**src/design/olist_pkg.sv**
```systemverilog
package olist_pkg;

  // List geometry.
  localparam int CAPACITY = 16;
  localparam int IDX_W    = (CAPACITY > 2) ? $clog2(CAPACITY) : 1;
  localparam int CNT_W    = $clog2(CAPACITY + 1);
  // Common width for comparing positions, counts and indexes.
  localparam int CMP_W    = ((CNT_W > 5) ? CNT_W : 5) + 1;

  localparam int VAL_W    = 32;
  localparam int IN_W     = 40;
  localparam int OUT_W    = 48;

  typedef enum logic [2:0] {
    MD_INS_FRONT = 3'd0,
    MD_INS_BACK  = 3'd1,
    MD_INS_AT    = 3'd2,
    MD_DEL_FRONT = 3'd3,
    MD_DEL_BACK  = 3'd4,
    MD_DEL_AT    = 3'd5,
    MD_DEL_VALUE = 3'd6,
    MD_SEARCH    = 3'd7
  } olist_mode_t;

  typedef enum logic [2:0] {
    ST_OK       = 3'd0,
    ST_EMPTY    = 3'd1,
    ST_BADPOS   = 3'd2,
    ST_NOTFOUND = 3'd3,
    ST_FULL     = 3'd4
  } olist_status_t;

  // Control broadcast from the sequencer to every cell.
  typedef struct packed {
    logic             cmp;
    logic             ins;
    logic             del;
    logic [IDX_W-1:0] idx;
    logic [VAL_W-1:0] wval;
  } olist_ctl_t;

endpackage

```
**src/design/olist_cell.sv**
```systemverilog
module olist_cell
  import olist_pkg::*;
(
  input  logic             clk,
  input  olist_ctl_t       ctl,
  input  logic [IDX_W-1:0] my_index,
  input  logic [VAL_W-1:0] left_data,
  input  logic [VAL_W-1:0] right_data,
  output logic [VAL_W-1:0] data,
  output logic             eq
);

  // Compare against the key, or shift toward the back or the front.
  always_ff @(posedge clk) begin
    if (ctl.cmp) begin
      eq <= (data == ctl.wval);
    end
    if (ctl.ins) begin
      if (my_index == ctl.idx) begin
        data <= ctl.wval;
      end else if (my_index > ctl.idx) begin
        data <= left_data;
      end
    end else if (ctl.del) begin
      if (my_index >= ctl.idx) begin
        data <= right_data;
      end
    end
  end

endmodule

```
**src/design/ordered_list_engine_core.sv**
```systemverilog
// Ordered list engine: a bounded list of up to CAPACITY signed 32-bit
// values held in a row of cells, each cell owning one list slot.
// Requests arrive on the s_ side (mode, position, value); every request
// yields exactly one result word on the m_ side (status, new length,
// found or removed position, removed value).
// A request is taken only while the sequencer is idle. The following
// cycle every cell compares its entry with the key; the cycle after
// that the first match is picked and the request is decided; for an
// insert or delete the cells from the target slot onward move one
// place in the same edge that loads the result into the output
// register. A new request is not taken before the compare pass and
// the decide step of the previous one are through.
// If the receiver stalls with a result still held, the decide step
// waits and the cells keep their contents until the output register
// frees up; a new request is never taken in that time.
// Reset empties the list and drops any pending result; cell contents
// are not cleared, since only slots below the length are ever read.
module ordered_list_engine_core
  import olist_pkg::*;
(
  input  logic             clk,
  input  logic             rst,
  input  logic             s_tvalid,
  output logic             s_tready,
  input  logic [IN_W-1:0]  s_tdata,  // mode[2:0], position[7:3], value[39:8]
  output logic             m_tvalid,
  input  logic             m_tready,
  // status[2:0], length[7:3], found_position[12:8], removed_value[44:13]
  output logic [OUT_W-1:0] m_tdata
);

  typedef enum logic [1:0] {
    S_IDLE,
    S_CMP,
    S_EXEC
  } state_t;

  state_t           state;
  olist_mode_t      req_mode;
  logic [4:0]       req_pos;
  logic [VAL_W-1:0] req_value;
  logic [CNT_W-1:0] cnt;

  olist_status_t    out_status;
  logic [4:0]       out_len;
  logic [4:0]       out_fpos;
  logic [VAL_W-1:0] out_rem;

  logic [VAL_W-1:0] cell_data [CAPACITY];
  logic [CAPACITY-1:0] cell_eq;
  olist_ctl_t       ctl;

  // Decision signals.
  olist_status_t    st;
  logic             do_ins;
  logic             do_del;
  logic [IDX_W-1:0] idx;
  logic [CMP_W-1:0] fpos_w;
  logic [VAL_W-1:0] rem;
  logic [CNT_W-1:0] cnt_next;
  logic [CMP_W-1:0] cnt_x;
  logic [CMP_W-1:0] pos_x;
  logic [CMP_W-1:0] pos_m1;
  logic [CMP_W-1:0] len_x;
  logic [CAPACITY-1:0] match;
  logic [CAPACITY-1:0] first_oh;
  logic [IDX_W-1:0] fidx;
  logic             any_match;
  logic             out_free;
  logic             s_acc;
  logic             exec_go;

  assign s_acc    = s_tvalid && s_tready;
  assign s_tready = (state == S_IDLE);
  assign out_free = !m_tvalid || m_tready;
  assign exec_go  = (state == S_EXEC) && out_free;

  // Live entries that hold the key, and the first of them.
  always_comb begin
    for (int i = 0; i < CAPACITY; i++) begin
      match[i] = cell_eq[i] && (CMP_W'(i) < cnt_x);
    end
    first_oh  = match & (~match + 1'b1);
    any_match = |match;
    fidx      = '0;
    for (int i = 0; i < CAPACITY; i++) begin
      if (first_oh[i]) begin
        fidx = fidx | IDX_W'(i);
      end
    end
  end

  assign cnt_x  = {{(CMP_W-CNT_W){1'b0}}, cnt};
  assign pos_x  = {{(CMP_W-5){1'b0}}, req_pos};
  assign pos_m1 = pos_x - 1'b1;
  assign len_x  = {{(CMP_W-CNT_W){1'b0}}, cnt_next};

  // Decide the request from the mode, the length and the match vector.
  always_comb begin
    st     = ST_OK;
    do_ins = 1'b0;
    do_del = 1'b0;
    idx    = '0;
    fpos_w = '0;
    case (req_mode)
      MD_INS_FRONT, MD_INS_BACK, MD_INS_AT: begin
        if (req_mode == MD_INS_AT && (pos_x == '0 || pos_x > cnt_x + 1'b1)) begin
          st = ST_BADPOS;
        end else if (cnt_x == CMP_W'(CAPACITY)) begin
          st = ST_FULL;
        end else begin
          do_ins = 1'b1;
          if (req_mode == MD_INS_BACK) begin
            idx = cnt_x[IDX_W-1:0];
          end else if (req_mode == MD_INS_AT) begin
            idx = pos_m1[IDX_W-1:0];
          end
        end
      end
      MD_DEL_FRONT, MD_DEL_BACK: begin
        if (cnt == '0) begin
          st = ST_EMPTY;
        end else begin
          do_del = 1'b1;
          if (req_mode == MD_DEL_BACK) begin
            idx = IDX_W'(cnt_x - 1'b1);
          end
        end
      end
      MD_DEL_AT: begin
        if (pos_x == '0 || pos_x > cnt_x) begin
          st = ST_BADPOS;
        end else begin
          do_del = 1'b1;
          idx    = pos_m1[IDX_W-1:0];
        end
      end
      MD_DEL_VALUE: begin
        if (cnt == '0) begin
          st = ST_EMPTY;
        end else if (!any_match) begin
          st = ST_NOTFOUND;
        end else begin
          do_del = 1'b1;
          idx    = fidx;
        end
      end
      MD_SEARCH: begin
        if (!any_match) begin
          st = ST_NOTFOUND;
        end else begin
          fpos_w = {{(CMP_W-IDX_W){1'b0}}, fidx} + 1'b1;
        end
      end
      default: begin
        st = ST_OK;
      end
    endcase
    if (do_del) begin
      fpos_w = {{(CMP_W-IDX_W){1'b0}}, idx} + 1'b1;
    end
    rem      = do_del ? cell_data[idx] : '0;
    cnt_next = do_ins ? cnt + 1'b1 : (do_del ? cnt - 1'b1 : cnt);
  end

  // Broadcast to the cells; shifts happen only when the result is stored.
  always_comb begin
    ctl.cmp  = (state == S_CMP);
    ctl.ins  = exec_go && do_ins;
    ctl.del  = exec_go && do_del;
    ctl.idx  = idx;
    ctl.wval = req_value;
  end

  // Row of cells, each linked to its neighbors; the first takes the request value, the last its own entry.
  for (genvar g = 0; g < CAPACITY; g++) begin : g_cell
    logic [VAL_W-1:0] left_d;
    logic [VAL_W-1:0] right_d;
    if (g == 0) begin : g_first
      assign left_d = req_value;
    end else begin : g_mid_l
      assign left_d = cell_data[g-1];
    end
    if (g == CAPACITY - 1) begin : g_last
      assign right_d = cell_data[g];
    end else begin : g_mid_r
      assign right_d = cell_data[g+1];
    end
    olist_cell u_cell (
      .clk        (clk),
      .ctl        (ctl),
      .my_index   (IDX_W'(g)),
      .left_data  (left_d),
      .right_data (right_d),
      .data       (cell_data[g]),
      .eq         (cell_eq[g])
    );
  end

  // Sequencer, request capture, length and output register.
  always_ff @(posedge clk) begin
    if (rst) begin
      state    <= S_IDLE;
      cnt      <= '0;
      m_tvalid <= 1'b0;
    end else begin
      if (m_tvalid && m_tready && !exec_go) begin
        m_tvalid <= 1'b0;
      end
      case (state)
        S_IDLE: begin
          if (s_acc) begin
            state <= S_CMP;
          end
        end
        S_CMP: begin
          state <= S_EXEC;
        end
        S_EXEC: begin
          if (out_free) begin
            state    <= S_IDLE;
            cnt      <= cnt_next;
            m_tvalid <= 1'b1;
          end
        end
        default: begin
          state <= S_IDLE;
        end
      endcase
    end
    if (s_acc) begin
      req_mode  <= olist_mode_t'(s_tdata[2:0]);
      req_pos   <= s_tdata[7:3];
      req_value <= s_tdata[39:8];
    end
    if (exec_go) begin
      out_status <= st;
      out_len    <= len_x[4:0];
      out_fpos   <= fpos_w[4:0];
      out_rem    <= rem;
    end
  end

  assign m_tdata = {3'b000, out_rem, out_fpos, out_len, out_status};

`ifndef SYNTHESIS
  // The list never holds more entries than there are cells.
  a_cnt_bound: assert property (@(posedge clk) disable iff (rst)
    cnt_x <= CMP_W'(CAPACITY))
    else $error("list length exceeds capacity");

  // An accepted request always moves on to the compare pass.
  a_acc_cmp: assert property (@(posedge clk) disable iff (rst)
    s_acc |=> state == S_CMP)
    else $error("accepted request did not start the compare pass");

  // A freshly loaded result reports the length now held.
  a_len_out: assert property (@(posedge clk) disable iff (rst)
    $rose(m_tvalid) |-> m_tdata[7:3] == cnt_x[4:0])
    else $error("reported length disagrees with the list");

  // While the decide step waits on a stalled receiver the list holds.
  a_hold: assert property (@(posedge clk) disable iff (rst)
    (state == S_EXEC && !out_free) |=> cnt == $past(cnt))
    else $error("list changed while the result was stalled");
`endif

endmodule
```
**config.mk**
```make
export PLATFORM = sky130hd
export DESIGN_NAME = ordered_list_engine_core
export DESIGN_NICKNAME = d
export VERILOG_FILES = /design/src/design/olist_pkg.sv /design/src/design/olist_cell.sv /design/src/design/ordered_list_engine_core.sv
export SDC_FILE = /design/constraint.sdc
export NUM_CORES = 2
export LEC_CHECK = 0
export ABC_AREA = 1
export BUFFER_PORTS_ARGS = -buffer_cell sky130_fd_sc_hd__clkbuf_2
export CORE_MARGIN = 5
export CORE_UTILIZATION = 35
export CTS_BUF_LIST = sky130_fd_sc_hd__clkbuf_8 sky130_fd_sc_hd__clkbuf_16
export CTS_CLUSTER_DIAMETER = 150
export DETAILED_ROUTE_END_ITERATION = 6
export PLACE_DENSITY = 0.48
export SKIP_CTS_REPAIR_TIMING = 1
export SYNTH_ARGS = -nofsm -noshare
export SYNTH_HDL_FRONTEND = slang
export SYNTH_HIERARCHICAL = 1
export SYNTH_SLANG_ARGS = --single-unit
export TNS_END_PERCENT = 30
```
**constraint.sdc**
```tcl
create_clock -name clk -period 23.5 [get_ports clk]
set_input_delay 4.7 -clock clk [delete_from_list [all_inputs] [get_ports clk]]
set_output_delay 4.7 -clock clk [all_outputs]
set_load 0.1 [all_outputs]
```
# After elaboration in Yosys (flattened, before gate mapping)
# Cells that the tools add are included.
# W data, S select, Z words.
totals:
  regBits: 621
  inputBits: 44
  out_inout_bits: 50
  elab_cells: 363
op_classes:
  add_sub_neg: 8
  magnitude_cmp: 50
  n_eq_ne: 58
  n_mux: 131
  bitwise_logic: 3
  n_reduce_logical: 71
ops:
  columns: ["operator", "count"]
  rows:
  - ["$mux W32", 79]
  - ["$eq A32 B32 Y1", 16]
  - ["$bmux W32 S4", 1]
  - ["$mux W4", 17]
  - ["$ne A3 B1 Y1 const B", 15]
  - ["$reduce_and A3 Y1", 15]
  - ["$lt A4 B5 Y1 const A", 8]
  - ["$reduce_bool A2 Y1", 17]
  - ["$eq A4 B4 Y1 const A", 8]
  - ["$gt A4 B4 Y1 const A", 8]
  - ["$ge A4 B4 Y1 const A", 7]
  - ["$mux W5", 5]
  - ["$logic_and A1 B1 Y1", 23]
  - ["$lt A3 B5 Y1 const A", 4]
  - ["$mux W3", 6]
  - ["$add A16 B1 Y16 const B", 1]
  - ["$and A16 B16 Y16", 1]
  - ["$eq A3 B4 Y1 const A", 4]
  - ["$ge A3 B4 Y1 const A", 4]
  - ["$gt A3 B4 Y1 const A", 4]
  - ["$not A16 Y16", 1]
  - ["$pmux W4 S4", 1]
  - ["$reduce_or A16 Y1", 1]
  - ["$pmux W3 S5", 1]
  - ["39 further kinds", 74]

# Logic depth before layout (Yosys ltp)
logic_depth:
  depth_word: 27
  ltp_mapped: 25

# Modules after synthesis
# Netlist, hierarchy kept.
modules_own_cells:
  columns: ["mod", "n_inst", "cells_each", "area_each_um2"]
  rows:
  - ["olist_cell at g_cell[0].u_cell ...", 8, 362, 2652.5]
  - ["olist_cell at g_cell[12].u_cell ...", 8, 360, 2406.1]
  - ["ordered_list_engine_core", 1, 1678, 10212.3]

# Least setup slack after synthesis
# Ideal clock, no wire load.
synth_path:
  path_type: "input-to-reg"
  startpoint: "in m_tready"
  endpoint: "reg g_cell[10].u_cell.data[0], enable pin"
  setup_time_ps: 441
  t_arrival_ps: 10184
  slack_ps: 12876
  path_stages: 7
  n_path_buf: 1
  cell_sequence: "nor2_1 -> nor2_1 -> inv_1 -> nor2_1 -> buf_2 -> nor2_1 -> a31oi_1"
synth_rtl:
  columns: ["item", "line_no", "text"]
  rows:
  - ["start: declaration", "ordered_list_engine_core.sv:27", "input logic m_tready,"]
  - ["end signal: assignment", "olist_cell.sv:20", "data <= ctl.wval;"]
  - ["end signal: assignment", "olist_cell.sv:22", "data <= left_data;"]
  - ["end signal: assignment", "olist_cell.sv:26", "data <= right_data;"]
  - ["end: declaration", "olist_cell.sv:9", "output logic [VAL_W-1:0] data,"]

==> flow_metrics.env <==
export IMPL_status="completed"
export IMPL_route_detailed_wl_per_inst_um=19.47
export IMPL_switching_share=0.3289
export IMPL_dpl_hpwl_mm=128.9
export IMPL_yosysWarnings=6
export IMPL_core_area_um2=143800
export IMPL_critPathSlowestCell="clkinv_1"
export IMPL_fill_cells=15119
export IMPL_power_frac_comb=0.203
export IMPL_reg2reg_from="cnt[1]"
export IMPL_grt_usage=0.2331
export IMPL_fin_crit_sh=0.3472
export IMPL_min_from="state[0]"
export IMPL_fin_area_um2=55460
export IMPL_crit_path_end_kind="flop"
export IMPL_clk_latency_ns=0.69
export IMPL_routed_wirelength_mm=183.7
export IMPL_crit_required_ns=23.94
export IMPL_leakagePower_nw=24.54
export IMPL_slew_viol_final=0
export IMPL_grt_setup_unrepaired="no"
export IMPL_cts_tree="built"
export IMPL_pre_cts_ws_ns=14.75
export IMPL_worstHoldEndpoint="state[0]"
export IMPL_p_clk_frac=0.402
export IMPL_place_congestion=0.8117
export IMPL_final_setup_tns_ns=0
export IMPL_critPathMaxFanout=52
export IMPL_crit_top_cell="buf_4"
export IMPL_drive_gt1_frac=0.1201
export IMPL_layout_commonest_cell="nand2_1"
export IMPL_final_cell_mix="nand2_1 (2,186), nor2_1 (1,373), inv_1 (866), nand3_1 (642), edfxtp_1 (613)"
export IMPL_max_cap_violations=0
export IMPL_grt_ovfl_total=0
export IMPL_cts_buffers=84
export IMPL_grt_pass1_vias=45549
export IMPL_antenna_found_initial=2
export IMPL_worstSetupStartpointType="primary input"
export IMPL_p_total_mw=3.212
export IMPL_arrival_ns=8.60
export IMPL_cts_path_max_buffers=3
export IMPL_worst_pin_slew_ns=1.271
export IMPL_yosys_area_top_type="edfxtp_1"
export IMPL_yosys_area_share_simple=0.3401
export IMPL_worst_hold_path_num_cells=1
export IMPL_detailroute_via_count=47949
export IMPL_final_hold_viol_count=0
export IMPL_power_net_switching_mw=1.056
export IMPL_max_freq_ghz=0.1226
export IMPL_max_stage_delay_ns=0.81
export IMPL_intPower_mw=2.155
export IMPL_async_flop_share=0
export IMPL_worstSetupPathType="primary input to flop"
export IMPL_synth_mux_area_frac=0
export IMPL_relSlewSlack=0.1520
export IMPL_htreeDepth=3
export IMPL_cts_root_buf="clkbuf_16"
export IMPL_synthFlopType="edfxtp_1"
export IMPL_peakVddDrop_uv=49.45
export IMPL_r2r_end="g_cell[14].u_cell/data[31]"
export IMPL_ios=94
export IMPL_synthesis_area_um2=50680
export IMPL_hold_class="flop to flop"
export IMPL_p_seq_frac=0.396
export IMPL_postSynthCellCount=7454
export IMPL_num_rows=139
export IMPL_grt_pass1_wl_mm=279.9
export IMPL_synth_seq_cells=621
export IMPL_ys_types=47
export IMPL_drt_initial_drc_count=3780
export IMPL_clock_sinks=621
export IMPL_viasPerCell=5.084
export IMPL_start_util=0.3524
export IMPL_yosysSeqAreaShare=0.3664
export IMPL_areaGrowthSynthToFinish_pct=9.421
export IMPL_fin_skew_ns=0.03067
export IMPL_worst_slack_ns=15.34
export IMPL_yosysTopAreaCellShare=0.3632
export IMPL_io_buffers=90
export IMPL_setup_violations_final=0
export IMPL_synth_fa_ha_area_frac=0.02024
export IMPL_nNetsFinal=7585
export IMPL_avgSynthCellArea_um2=6.799
export IMPL_remaining_drc_errors=0
export IMPL_min_period_ns=8.160
export IMPL_die_area_um2=152500
export IMPL_ant_nets=0
export IMPL_placed_cell_area_um2=52770
export IMPL_die_y_um=390.5
export IMPL_chipWidth_um=390.5
export IMPL_path_cells="clkbuf_2 > nor2_1 > nor2_4 > inv_1 > nor2_4 > buf_4 > buf_4 > clkinv_1 > buf_4 > a21oi_1 > a21oi_1"
export IMPL_synth_top_family_by_area="simple AND/OR/NAND/NOR gates"
export IMPL_drtPass1Iterations=5
export IMPL_power_density_nw_per_um2=57.91
export IMPL_grt_max_degree=175
export IMPL_rrSetupSlack_ns=16.85
export IMPL_clkTransAtPathRegs_ns=0.06
export IMPL_synth_xor_area_frac=0.01002
export IMPL_synth_edff_count=613
export IMPL_synth_area_leaders="edfxtp_1 (36%), nand2_1 (16%), nor2_1 (10%), a21oi_2 (8.3%), nand3_1 (6.3%)"
export IMPL_reg2reg_depth=21
export IMPL_synth_compound_area_frac=0.1496
-- metrics by stage --
step                hold WS [ns]    util  std cells
floorplan                 0.4629       -       7519
global placement          0.5012  0.3669       9276
detailed placement        0.5224  0.3669       9276
CTS                       0.5293  0.3855       9431
global route              0.5813  0.3855       9431
finish                    0.5213  0.3856       9432
-- critical path: cells and delay by family --
| family | cells | cell delay (ns) |
|---|---|---|
| AND/OR/NAND/NOR | 3 | 0.79 |
| AO/OA/AOI/OAI | 2 | 0.23 |
| buffers and inverters | 6 | 2.76 |
-- flip-flops by register name, summed over array words and instances, names as in the netlist --
register and cells:
g_cell.left_d 32, m_tvalid 1, out_status 3, out_fpos 5, cnt 5, req_mode 3
req_pos 5, out_rem 32, state 2, g_cell.u_cell/eq 16, g_cell.u_cell/data 512, out_len 5
-- how the worst max path moves through the flow --
stage	startpoint	endpoint	slack (ns)	depth (start not counted)
6_report	m_tready	g_cell[14].u_cell/data[31]	15.34	11
5_1_grt	m_tready	g_cell[8].u_cell/data[19]	15.13	11
4_1_cts	m_tready	g_cell[14].u_cell/data[9]	15.48	11
3_5_place_dp	m_tready	g_cell[14].u_cell/data[31]	14.75	11
3_3_place_gp	m_tready	g_cell[0].u_cell/data[0]	14.77	11
2_1_floorplan	m_tready	g_cell[10].u_cell/data[0]	12.88	7
-- power by group through the flow --
stage | sequential (mW) | combinational [mW] | clock (mW)
floorplan | 1.33 | 0.423 | 0
global placement | 1.29 | 0.638 | 0
detailed placement | 1.29 | 0.648 | 0
CTS | 1.27 | 0.649 | 1.32
global route | 1.27 | 0.718 | 1.37
finish | 1.27 | 0.650 | 1.29
-- area by class of cell --
type,instances,area (um2),share of cell area
Sequential cell,621,18570,0.3348
Clock buffer,87,2177,0.03926
Timing Repair Buffer,204,1369,0.02468
Antenna cell,1,2.502,0.00004512
Tap cell,1903,2381,0.04294
Multi-Input combinational cell,5616,26910,0.4853
Inverter,932,3541,0.06385
Clock inverter,68,505.5,0.009115
-- cells in the mapped netlist (10+ instances only) --
cell and number:
a21oi_1 583, a21oi_2 481, a31oi_1 16, buf_1 10, buf_2 142, buf_4 36, buf_6 78, clkbuf_1 84
clkinv_1 48, edfxtp_1 613, ha_1 82, inv_1 854, inv_2 22, nand2_1 2186, nand2_4 10, nand3_1 642
nor2_1 1377, nor2_2 16, o21ai_0 22, o21ai_1 17, o21bai_1 10, xor2_1 55
-- kinds of logic (layout without fill, tap and decap cells) --
logic type | count (synthesis) | count (layout)
simple gates | 4270 | 4270
fa+ha+maj | 82 | 82
xor+xnor | 58 | 58
flops | 621 | 621
other cells | 2 | 68
compound gates | 1139 | 1139
buf+inv | 1282 | 1291
-- routing by layer --
metal	vias to the layer above	wire length (um)	track usage	share of wire
li1	23737	-	-	-
met5	-	0	0	0
met4	0	6251	0.08215	0.034
met1	22768	83750	0.3220	0.46
met2	1212	84420	0.3825	0.46
met3	232	9251	0.02161	0.050
(Power assumes the default switching activity.)
